## config.mk

```make
export PLATFORM = sky130hd
export DESIGN_NAME = binary_to_decimal_ascii_top
export DESIGN_NICKNAME = d
export VERILOG_FILES = /design/src/rtl/core/b2da_pkg.sv /design/src/rtl/core/binary_to_decimal_ascii_top.sv /design/src/rtl/core/b2da_ctrl.sv /design/src/rtl/core/b2da_dp.sv
export SDC_FILE = /design/constraint.sdc
export NUM_CORES = 1
export LEC_CHECK = 0
export ABC_AREA = 1
export BUFFER_PORTS_ARGS = -buffer_cell sky130_fd_sc_hd__buf_2
export CORE_ASPECT_RATIO = 1.25
export CORE_UTILIZATION = 45
export DETAILED_ROUTE_END_ITERATION = 8
export HOLD_SLACK_MARGIN = 0.05
export PLACE_DENSITY = 0.72
export SYNTH_ARGS = -nofsm -noshare
export SYNTH_HDL_FRONTEND = slang
export SYNTH_SLANG_ARGS = --single-unit
export TNS_END_PERCENT = 1
```

## constraint.sdc

```tcl
create_clock -name clk -period 5.05 [get_ports clk]
set_input_delay 0.7575 -clock clk [delete_from_list [all_inputs] [get_ports clk]]
set_output_delay 0.7575 -clock clk [all_outputs]
set_load 0.02 [all_outputs]
```

## src/rtl/core/b2da_pkg.sv

```systemverilog
`timescale 1ns / 1ps
`default_nettype none

package b2da_pkg;

    localparam int VALUE_W       = 31;
    localparam int CHAR_W        = 6;
    localparam int DIGITS        = 10;
    localparam int DIGIT_W       = 4;
    localparam int BCD_W         = DIGITS * DIGIT_W;
    localparam int BITS_PER_STEP = 4;
    localparam int BIN_W         = 32;
    localparam int CONV_STEPS    = BIN_W / BITS_PER_STEP;
    localparam int STEP_W        = $clog2(CONV_STEPS);
    localparam int CNT_W         = $clog2(DIGITS + 1);

    localparam logic [CHAR_W-1:0] DIGIT_BASE = CHAR_W'(48);
    localparam logic [CHAR_W-1:0] NUL_CODE   = CHAR_W'(0);

    typedef enum logic [1:0] {
        ST_IDLE,
        ST_CONV,
        ST_EMIT
    } state_t;

    typedef struct packed {
        logic load;
        logic shift;
        logic emit_digit;
        logic emit_nul;
    } cmd_t;

    typedef struct packed {
        logic conv_done;
        logic digits_done;
        logic out_free;
    } sts_t;

endpackage

`default_nettype wire

```

## src/rtl/core/binary_to_decimal_ascii_top.sv

```systemverilog
// Channel   Direction  Handshake              Payload
// input     in         in_valid / in_stall    value[30:0]
// output    out        out_valid / out_stall  char_code[5:0], is_last
//
// An item is accepted, then converted four bits per cycle through the
// shift-and-add-three unit, then emitted one output beat at a time.
// A value with n decimal digits gives n + 1 beats.
// Reset is asynchronous and active low; it empties the output register.
// A stalled output holds the beat; the input is stalled until the terminator.
`timescale 1ns / 1ps
`default_nettype none

module binary_to_decimal_ascii_top (
    input  wire logic                          clk,
    input  wire logic                          rst_n,
    input  wire logic                          in_valid,
    output logic                               in_stall,
    input  wire logic [b2da_pkg::VALUE_W-1:0]  value,
    output logic                               out_valid,
    input  wire logic                          out_stall,
    output logic [b2da_pkg::CHAR_W-1:0]        char_code,
    output logic                               is_last
);
    import b2da_pkg::*;

    cmd_t cmd;
    sts_t sts;

    b2da_ctrl u_ctrl (
        .clk      (clk),
        .rst_n    (rst_n),
        .in_valid (in_valid),
        .in_stall (in_stall),
        .sts      (sts),
        .cmd      (cmd)
    );

    b2da_dp u_dp (
        .clk       (clk),
        .rst_n     (rst_n),
        .value     (value),
        .cmd       (cmd),
        .sts       (sts),
        .out_stall (out_stall),
        .out_valid (out_valid),
        .char_code (char_code),
        .is_last   (is_last)
    );

endmodule

`default_nettype wire

```

## src/rtl/core/b2da_ctrl.sv

```systemverilog
`timescale 1ns / 1ps
`default_nettype none

module b2da_ctrl (
    input  wire logic          clk,
    input  wire logic          rst_n,
    input  wire logic          in_valid,
    output logic               in_stall,
    input  wire b2da_pkg::sts_t sts,
    output b2da_pkg::cmd_t     cmd
);
    import b2da_pkg::*;

    state_t state_reg;
    state_t state_next;

    always_ff @(posedge clk or negedge rst_n)
    begin
        if (!rst_n)
        begin
            state_reg <= ST_IDLE;
        end
        else
        begin
            state_reg <= state_next;
        end
    end

    always_comb
    begin
        state_next     = state_reg;
        cmd            = '0;
        in_stall       = 1'b1;
        unique case (state_reg)
            ST_IDLE:
            begin
                in_stall = 1'b0;
                if (in_valid)
                begin
                    cmd.load   = 1'b1;
                    state_next = ST_CONV;
                end
            end
            ST_CONV:
            begin
                cmd.shift = 1'b1;
                if (sts.conv_done)
                begin
                    state_next = ST_EMIT;
                end
            end
            ST_EMIT:
            begin
                if (sts.out_free)
                begin
                    if (!sts.digits_done)
                    begin
                        cmd.emit_digit = 1'b1;
                    end
                    else
                    begin
                        cmd.emit_nul = 1'b1;
                        state_next   = ST_IDLE;
                    end
                end
            end
            default:
            begin
                state_next = ST_IDLE;
            end
        endcase
    end

    // A loaded beat always starts the conversion pass.
    assert property (@(posedge clk) disable iff (!rst_n)
        cmd.load |=> state_reg == ST_CONV)
        else $error("conversion did not start after load");

    // The terminator closes the string and frees the input side.
    assert property (@(posedge clk) disable iff (!rst_n)
        cmd.emit_nul |=> state_reg == ST_IDLE)
        else $error("controller did not return to idle after terminator");

endmodule

`default_nettype wire

```

## src/rtl/core/b2da_dp.sv

```systemverilog
`timescale 1ns / 1ps
`default_nettype none

module b2da_dp (
    input  wire logic                           clk,
    input  wire logic                           rst_n,
    input  wire logic [b2da_pkg::VALUE_W-1:0]   value,
    input  wire b2da_pkg::cmd_t                 cmd,
    output b2da_pkg::sts_t                      sts,
    input  wire logic                           out_stall,
    output logic                                out_valid,
    output logic [b2da_pkg::CHAR_W-1:0]         char_code,
    output logic                                is_last
);
    import b2da_pkg::*;

    logic [BIN_W-1:0]   bin_reg;
    logic [BIN_W-1:0]   bin_next;
    logic [BCD_W-1:0]   bcd_reg;
    logic [BCD_W-1:0]   bcd_next;
    logic [STEP_W-1:0]  step_reg;
    logic [CNT_W-1:0]   cnt_reg;
    logic [CNT_W-1:0]   ndig;
    logic [CHAR_W-1:0]  out_char_reg;
    logic               out_last_reg;
    logic               out_valid_reg;
    logic [DIGIT_W-1:0] dig [DIGITS];
    logic [3:0]         dig_idx;

    // Shift-and-add-three conversion, four input bits per cycle.
    always_comb
    begin
        logic [BCD_W-1:0] b;
        logic [BIN_W-1:0] v;
        b = bcd_reg;
        v = bin_reg;
        for (int s = 0; s < BITS_PER_STEP; s++)
        begin
            for (int d = 0; d < DIGITS; d++)
            begin
                if (b[d*DIGIT_W +: DIGIT_W] >= DIGIT_W'(5))
                begin
                    b[d*DIGIT_W +: DIGIT_W] = b[d*DIGIT_W +: DIGIT_W] + DIGIT_W'(3);
                end
            end
            b = {b[BCD_W-2:0], v[BIN_W-1]};
            v = {v[BIN_W-2:0], 1'b0};
        end
        bcd_next = b;
        bin_next = v;
    end

    // Number of significant digits of the finished conversion; zero has one.
    always_comb
    begin
        ndig = CNT_W'(1);
        for (int d = 1; d < DIGITS; d++)
        begin
            if (bcd_next[d*DIGIT_W +: DIGIT_W] != '0)
            begin
                ndig = CNT_W'(d + 1);
            end
        end
    end

    for (genvar g = 0; g < DIGITS; g++)
    begin : g_dig
        assign dig[g] = bcd_reg[g*DIGIT_W +: DIGIT_W];
    end

    assign dig_idx = 4'(cnt_reg - CNT_W'(1));

    always_ff @(posedge clk or negedge rst_n)
    begin
        if (!rst_n)
        begin
            step_reg      <= '0;
            cnt_reg       <= '0;
            out_valid_reg <= 1'b0;
        end
        else
        begin
            if (cmd.load)
            begin
                step_reg <= '0;
                cnt_reg  <= '0;
            end
            else if (cmd.shift)
            begin
                step_reg <= step_reg + STEP_W'(1);
                if (sts.conv_done)
                begin
                    cnt_reg <= ndig;
                end
            end
            else if (cmd.emit_digit)
            begin
                cnt_reg <= cnt_reg - CNT_W'(1);
            end

            if (cmd.emit_digit || cmd.emit_nul)
            begin
                out_valid_reg <= 1'b1;
            end
            else if (!out_stall)
            begin
                out_valid_reg <= 1'b0;
            end
        end
    end

    always_ff @(posedge clk)
    begin
        if (cmd.load)
        begin
            bin_reg <= {{(BIN_W-VALUE_W){1'b0}}, value};
            bcd_reg <= '0;
        end
        else if (cmd.shift)
        begin
            bin_reg <= bin_next;
            bcd_reg <= bcd_next;
        end

        if (cmd.emit_digit)
        begin
            out_char_reg <= DIGIT_BASE + CHAR_W'(dig[dig_idx]);
            out_last_reg <= 1'b0;
        end
        else if (cmd.emit_nul)
        begin
            out_char_reg <= NUL_CODE;
            out_last_reg <= 1'b1;
        end
    end

    assign sts.conv_done   = (step_reg == STEP_W'(CONV_STEPS - 1));
    assign sts.digits_done = (cnt_reg == '0);
    assign sts.out_free    = !out_valid_reg || !out_stall;

    assign out_valid = out_valid_reg;
    assign char_code = out_char_reg;
    assign is_last   = out_last_reg;

    assert property (@(posedge clk) disable iff (!rst_n)
        cnt_reg <= CNT_W'(DIGITS))
        else $error("digit count exceeds ten");

    assert property (@(posedge clk) disable iff (!rst_n)
        cmd.emit_digit |-> cnt_reg != '0)
        else $error("digit emitted with no digits left");

    assert property (@(posedge clk) disable iff (!rst_n)
        out_valid_reg && out_last_reg |-> out_char_reg == NUL_CODE)
        else $error("terminator beat carries a nonzero code");

endmodule

`default_nettype wire

```

==> impl_results.md <==
- Number of enable flip-flop cells after synthesis: 36
- Worst slew margin relative to its limit: 44.84%
- Number of antenna violations at the first check in global routing: 0
- Number of global-route vias before repair: 6392
- Core box area: 17430 sq um
- Average wire length per cell after detail routing: 11.56 um
- Max-slew violation count: 0
- Nets in the synthesized netlist: 1275
- CP endpoint kind: flip-flop
- Final worst clock skew: 9.970 ps
- Post-cts resize count: 0
- Crit path launch type: flip-flop
- Slew @ Worst Pin: 826.3 ps
- CTS max path bufs: 2
- CTS hold repair buffers: 0
- Max H-tree Level: 3
- Avg Vias per Cell: 4.990
- Antenna Diode Count: 0
- Post-synthesis async set-or-reset flop share: 11.36%
- Most crowded layer after global routing: met2
- Timing endpoint of the critical path: u_dp.cnt_reg[3]
- GR Layer Usage met1: 20.47%
- GR Util met3: 2.259%
- First-pass detailed-route iteration total: 5
- Peak Freq: 219.6 MHz
- Final count of negative-setup-slack endpoints: 0
- Number of different library cells in the post-synthesis netlist: 48
- Total Negative Setup Slacks: 0 ps
- Count of endpoints failing hold in the final timing report: 0
- Syn Std Cell Area: about 8000 sq um
- Number of routed nets with antenna violations: 0
- Path category of the worst min-delay check: in -> async
- Die width: 121.4 um
- Number of buffer cells added on primary ports: 43
- DRC violation count after routing: 0
- Aggregate global-route resource usage: 18.42%
- HPWL after detailed placement: around 13000 um
- Maximum fanout count along the critical path: 5
- Share of the yosys chip area belonging to registers: 27.07%
- Predominant post-synthesis flop cell: sky130_fd_sc_hd__dfxtp_1
- Number of core rows: 54
- Final wirelength: 16610 um
- Reg2Reg Setup Slack: 500 ps
- Initial standard-cell utilization of the core: 46.02%
- Clock-pin slew reported for the worst setup and hold paths after clock tree synthesis: approximately 70 ps
- Number of flip-flops in the largest register: 40
- CP max stage delay: 410 ps
- Synthesis Warnings: 0
- Final clock period utilization by the worst path: 90.17%
- RR Startpoint: u_dp.bcd_reg[28]
- Overall die area: 18370 sq um
- Violation count after the first detailed-route iteration: 325
- Clk Latency, worst-skew pair: 350 ps
- I/O pins: 44
- Synthesis-to-finish area growth: 9.872%
- CTS tree: yes
- Wire length of the first global-routing pass: 27490 um
- Syn Inst Count: 1170
- Number of register bits inferred by synthesis: 88
- Routability congestion estimate from global placement: 0.8369
- Total grt overflow: 0
- Slowest CP cell: sky130_fd_sc_hd__dfxtp_1
- Unrepaired setup endpoints after global routing: false
- Type of the worst setup path: reg -> reg
- Average instance area after synthesis: 6.857 sq um
- Fraction of final layout cells with drive strength greater than 1: between 10% and 20%
- Number of fillers in the final layout: 1702
- Most common cell type on the critical path: sky130_fd_sc_hd__inv_1
- Pin count of the biggest net entering global routing: 41
- Die outline height: between 150 and 200 um
- Arrival @ worst endpoint: 4780 ps
- Result of the run: completed
- Sink count of the clock tree: 88
- Worst r2r dst: u_dp.cnt_reg[3]
- Worst path required time: approximately 5300 ps
- Setup crit start: u_dp.bcd_reg[28]
- Max Cap Viol: 0
- Number of vias after detailed routing: 7170
- Met2 Resource Use GR: 35.40%
- Setup fix buffers added after clock tree synthesis: 0
- Root Buffer: sky130_fd_sc_hd__clkbuf_16
- Worst R2R Path Depth: 32
- Final net count: around 1300
- Clock period minus final worst setup slack: 4553 ps
- Clock buffer count from CTS: 9
## critical path: cells and delay by family (launching register included)
kind,cells,cell delay [ps]
xor+xnor,3,710
compound gates,6,670
simple gates,11,1110
buf+inv,8,650
flops,1,410
fa+ha+maj,4,840
## layout make-up
cell class	instances	area [sq um]	share of cell area [%]
Tap cell	224	280.3	3.180
Clock inverter	7	102.6	1.164
Timing Repair Buffer	49	260.3	2.952
Sequential cell	88	2172	24.64
Multi-Input combinational cell	843	4960	56.27
Inverter	217	814.5	9.241
Clock buffer	9	225.2	2.555
## metrics by stage
stage                     setup slack (ps)  hold WS (ps)  util, %  cell area [sq um]  std cells
after global routing                 6.728         289.1    50.57               8815       1437
after detailed placement             467.0         471.6    48.60               8472       1421
after global placement               570.6         467.0    48.60               8472       1421
after floorplan                      997.2         421.5        -               8023       1170
final                                496.6         269.3    50.57               8815       1437
after CTS                            446.0         274.1    50.48               8800       1437
## cell usage after synthesis (5+ instances only)
master	count	share of area (%)
sky130_fd_sc_hd__nand4_1	10	0.78
sky130_fd_sc_hd__xor2_1	28	3.1
sky130_fd_sc_hd__or2_2	6	0.47
sky130_fd_sc_hd__dfxtp_1	42	10
sky130_fd_sc_hd__nand3_1	57	3.6
sky130_fd_sc_hd__o22ai_1	27	2.1
sky130_fd_sc_hd__inv_1	201	9.4
sky130_fd_sc_hd__dfrtp_1	10	3.1
sky130_fd_sc_hd__a21oi_1	56	3.5
sky130_fd_sc_hd__nor2_1	54	2.5
sky130_fd_sc_hd__o21ai_2	27	2.9
sky130_fd_sc_hd__nand2_1	311	15
sky130_fd_sc_hd__ha_1	70	11
sky130_fd_sc_hd__o21ai_1	23	1.4
sky130_fd_sc_hd__clkbuf_1	17	0.80
sky130_fd_sc_hd__inv_2	14	0.66
sky130_fd_sc_hd__nand3_2	14	1.7
sky130_fd_sc_hd__xor2_2	6	1.2
sky130_fd_sc_hd__edfxtp_1	36	13
sky130_fd_sc_hd__o211ai_1	6	0.56
sky130_fd_sc_hd__o21ai_0	57	3.6
sky130_fd_sc_hd__nor2_2	5	0.39
sky130_fd_sc_hd__nand2_2	36	2.8
## how the worst min path moves through the flow
stage	start	to	slack (ps)	depth (start not counted)
detailed placement	u_dp.cnt_reg[1]	u_dp.cnt_reg[1]	470	2
finish	rst_n	u_dp.out_valid	270	1
global placement	u_dp.cnt_reg[1]	u_dp.cnt_reg[1]	470	2
CTS	rst_n	u_dp.out_valid	270	1
floorplan	u_dp.bin_reg[28]	u_dp.bcd_reg[0]	420	2
global route	rst_n	u_dp.out_valid	290	1
## cell usage in the layout, fill, tap and decap left out, types with 3 or more instances in the layout
cell                        count
sky130_fd_sc_hd__nand3_2       14
sky130_fd_sc_hd__nand4_1       10
sky130_fd_sc_hd__a22o_1         3
sky130_fd_sc_hd__o21ai_0       57
sky130_fd_sc_hd__nor2_2         5
sky130_fd_sc_hd__or2_2          6
sky130_fd_sc_hd__edfxtp_1      36
sky130_fd_sc_hd__and2_1         3
sky130_fd_sc_hd__o21ai_1       23
sky130_fd_sc_hd__xor2_1        26
sky130_fd_sc_hd__xnor2_1        3
sky130_fd_sc_hd__dfrtp_1       10
sky130_fd_sc_hd__nor3_1         4
sky130_fd_sc_hd__clkbuf_16      9
sky130_fd_sc_hd__a31oi_1        4
sky130_fd_sc_hd__nand3_1       57
sky130_fd_sc_hd__nand2_4        3
sky130_fd_sc_hd__ha_1          70
sky130_fd_sc_hd__inv_1        200
sky130_fd_sc_hd__a21oi_2        3
sky130_fd_sc_hd__nand2_1      311
sky130_fd_sc_hd__nand2_2       36
sky130_fd_sc_hd__dfxtp_1       42
sky130_fd_sc_hd__or2_1          4
sky130_fd_sc_hd__buf_4          6
sky130_fd_sc_hd__a21o_1         3
sky130_fd_sc_hd__o22ai_1       27
sky130_fd_sc_hd__a21oi_1       56
sky130_fd_sc_hd__nand3b_1       4
sky130_fd_sc_hd__buf_2         43
sky130_fd_sc_hd__o21a_1         4
sky130_fd_sc_hd__nor2_1        54
sky130_fd_sc_hd__xor2_2         8
sky130_fd_sc_hd__inv_2         15
sky130_fd_sc_hd__o211ai_1       6
sky130_fd_sc_hd__o21ai_2       27
## per-layer routing
| layer | up-vias | wire length (um) |
|---|---|---|
| met5 | - | 0 |
| met4 | 0 | 322 |
| met3 | 26 | 334 |
| met2 | 68 | 8759 |
| met1 | 3269 | 7194 |
| li1 | 3807 | - |
## cell families (layout without fill, tap and decap cells)
group	after synthesis	after routing	share of synthesized area, %
simple gates	517	517	29.18
fa+ha+maj	70	70	10.92
compound gates	218	218	16.59
buf+inv	239	282	11.29
xor+xnor	38	38	4.944
flops	88	88	27.07
Power is left out: the tool's default activity adds up to more than one toggle a clock period on the data nets, which glitch-free logic cannot reach.
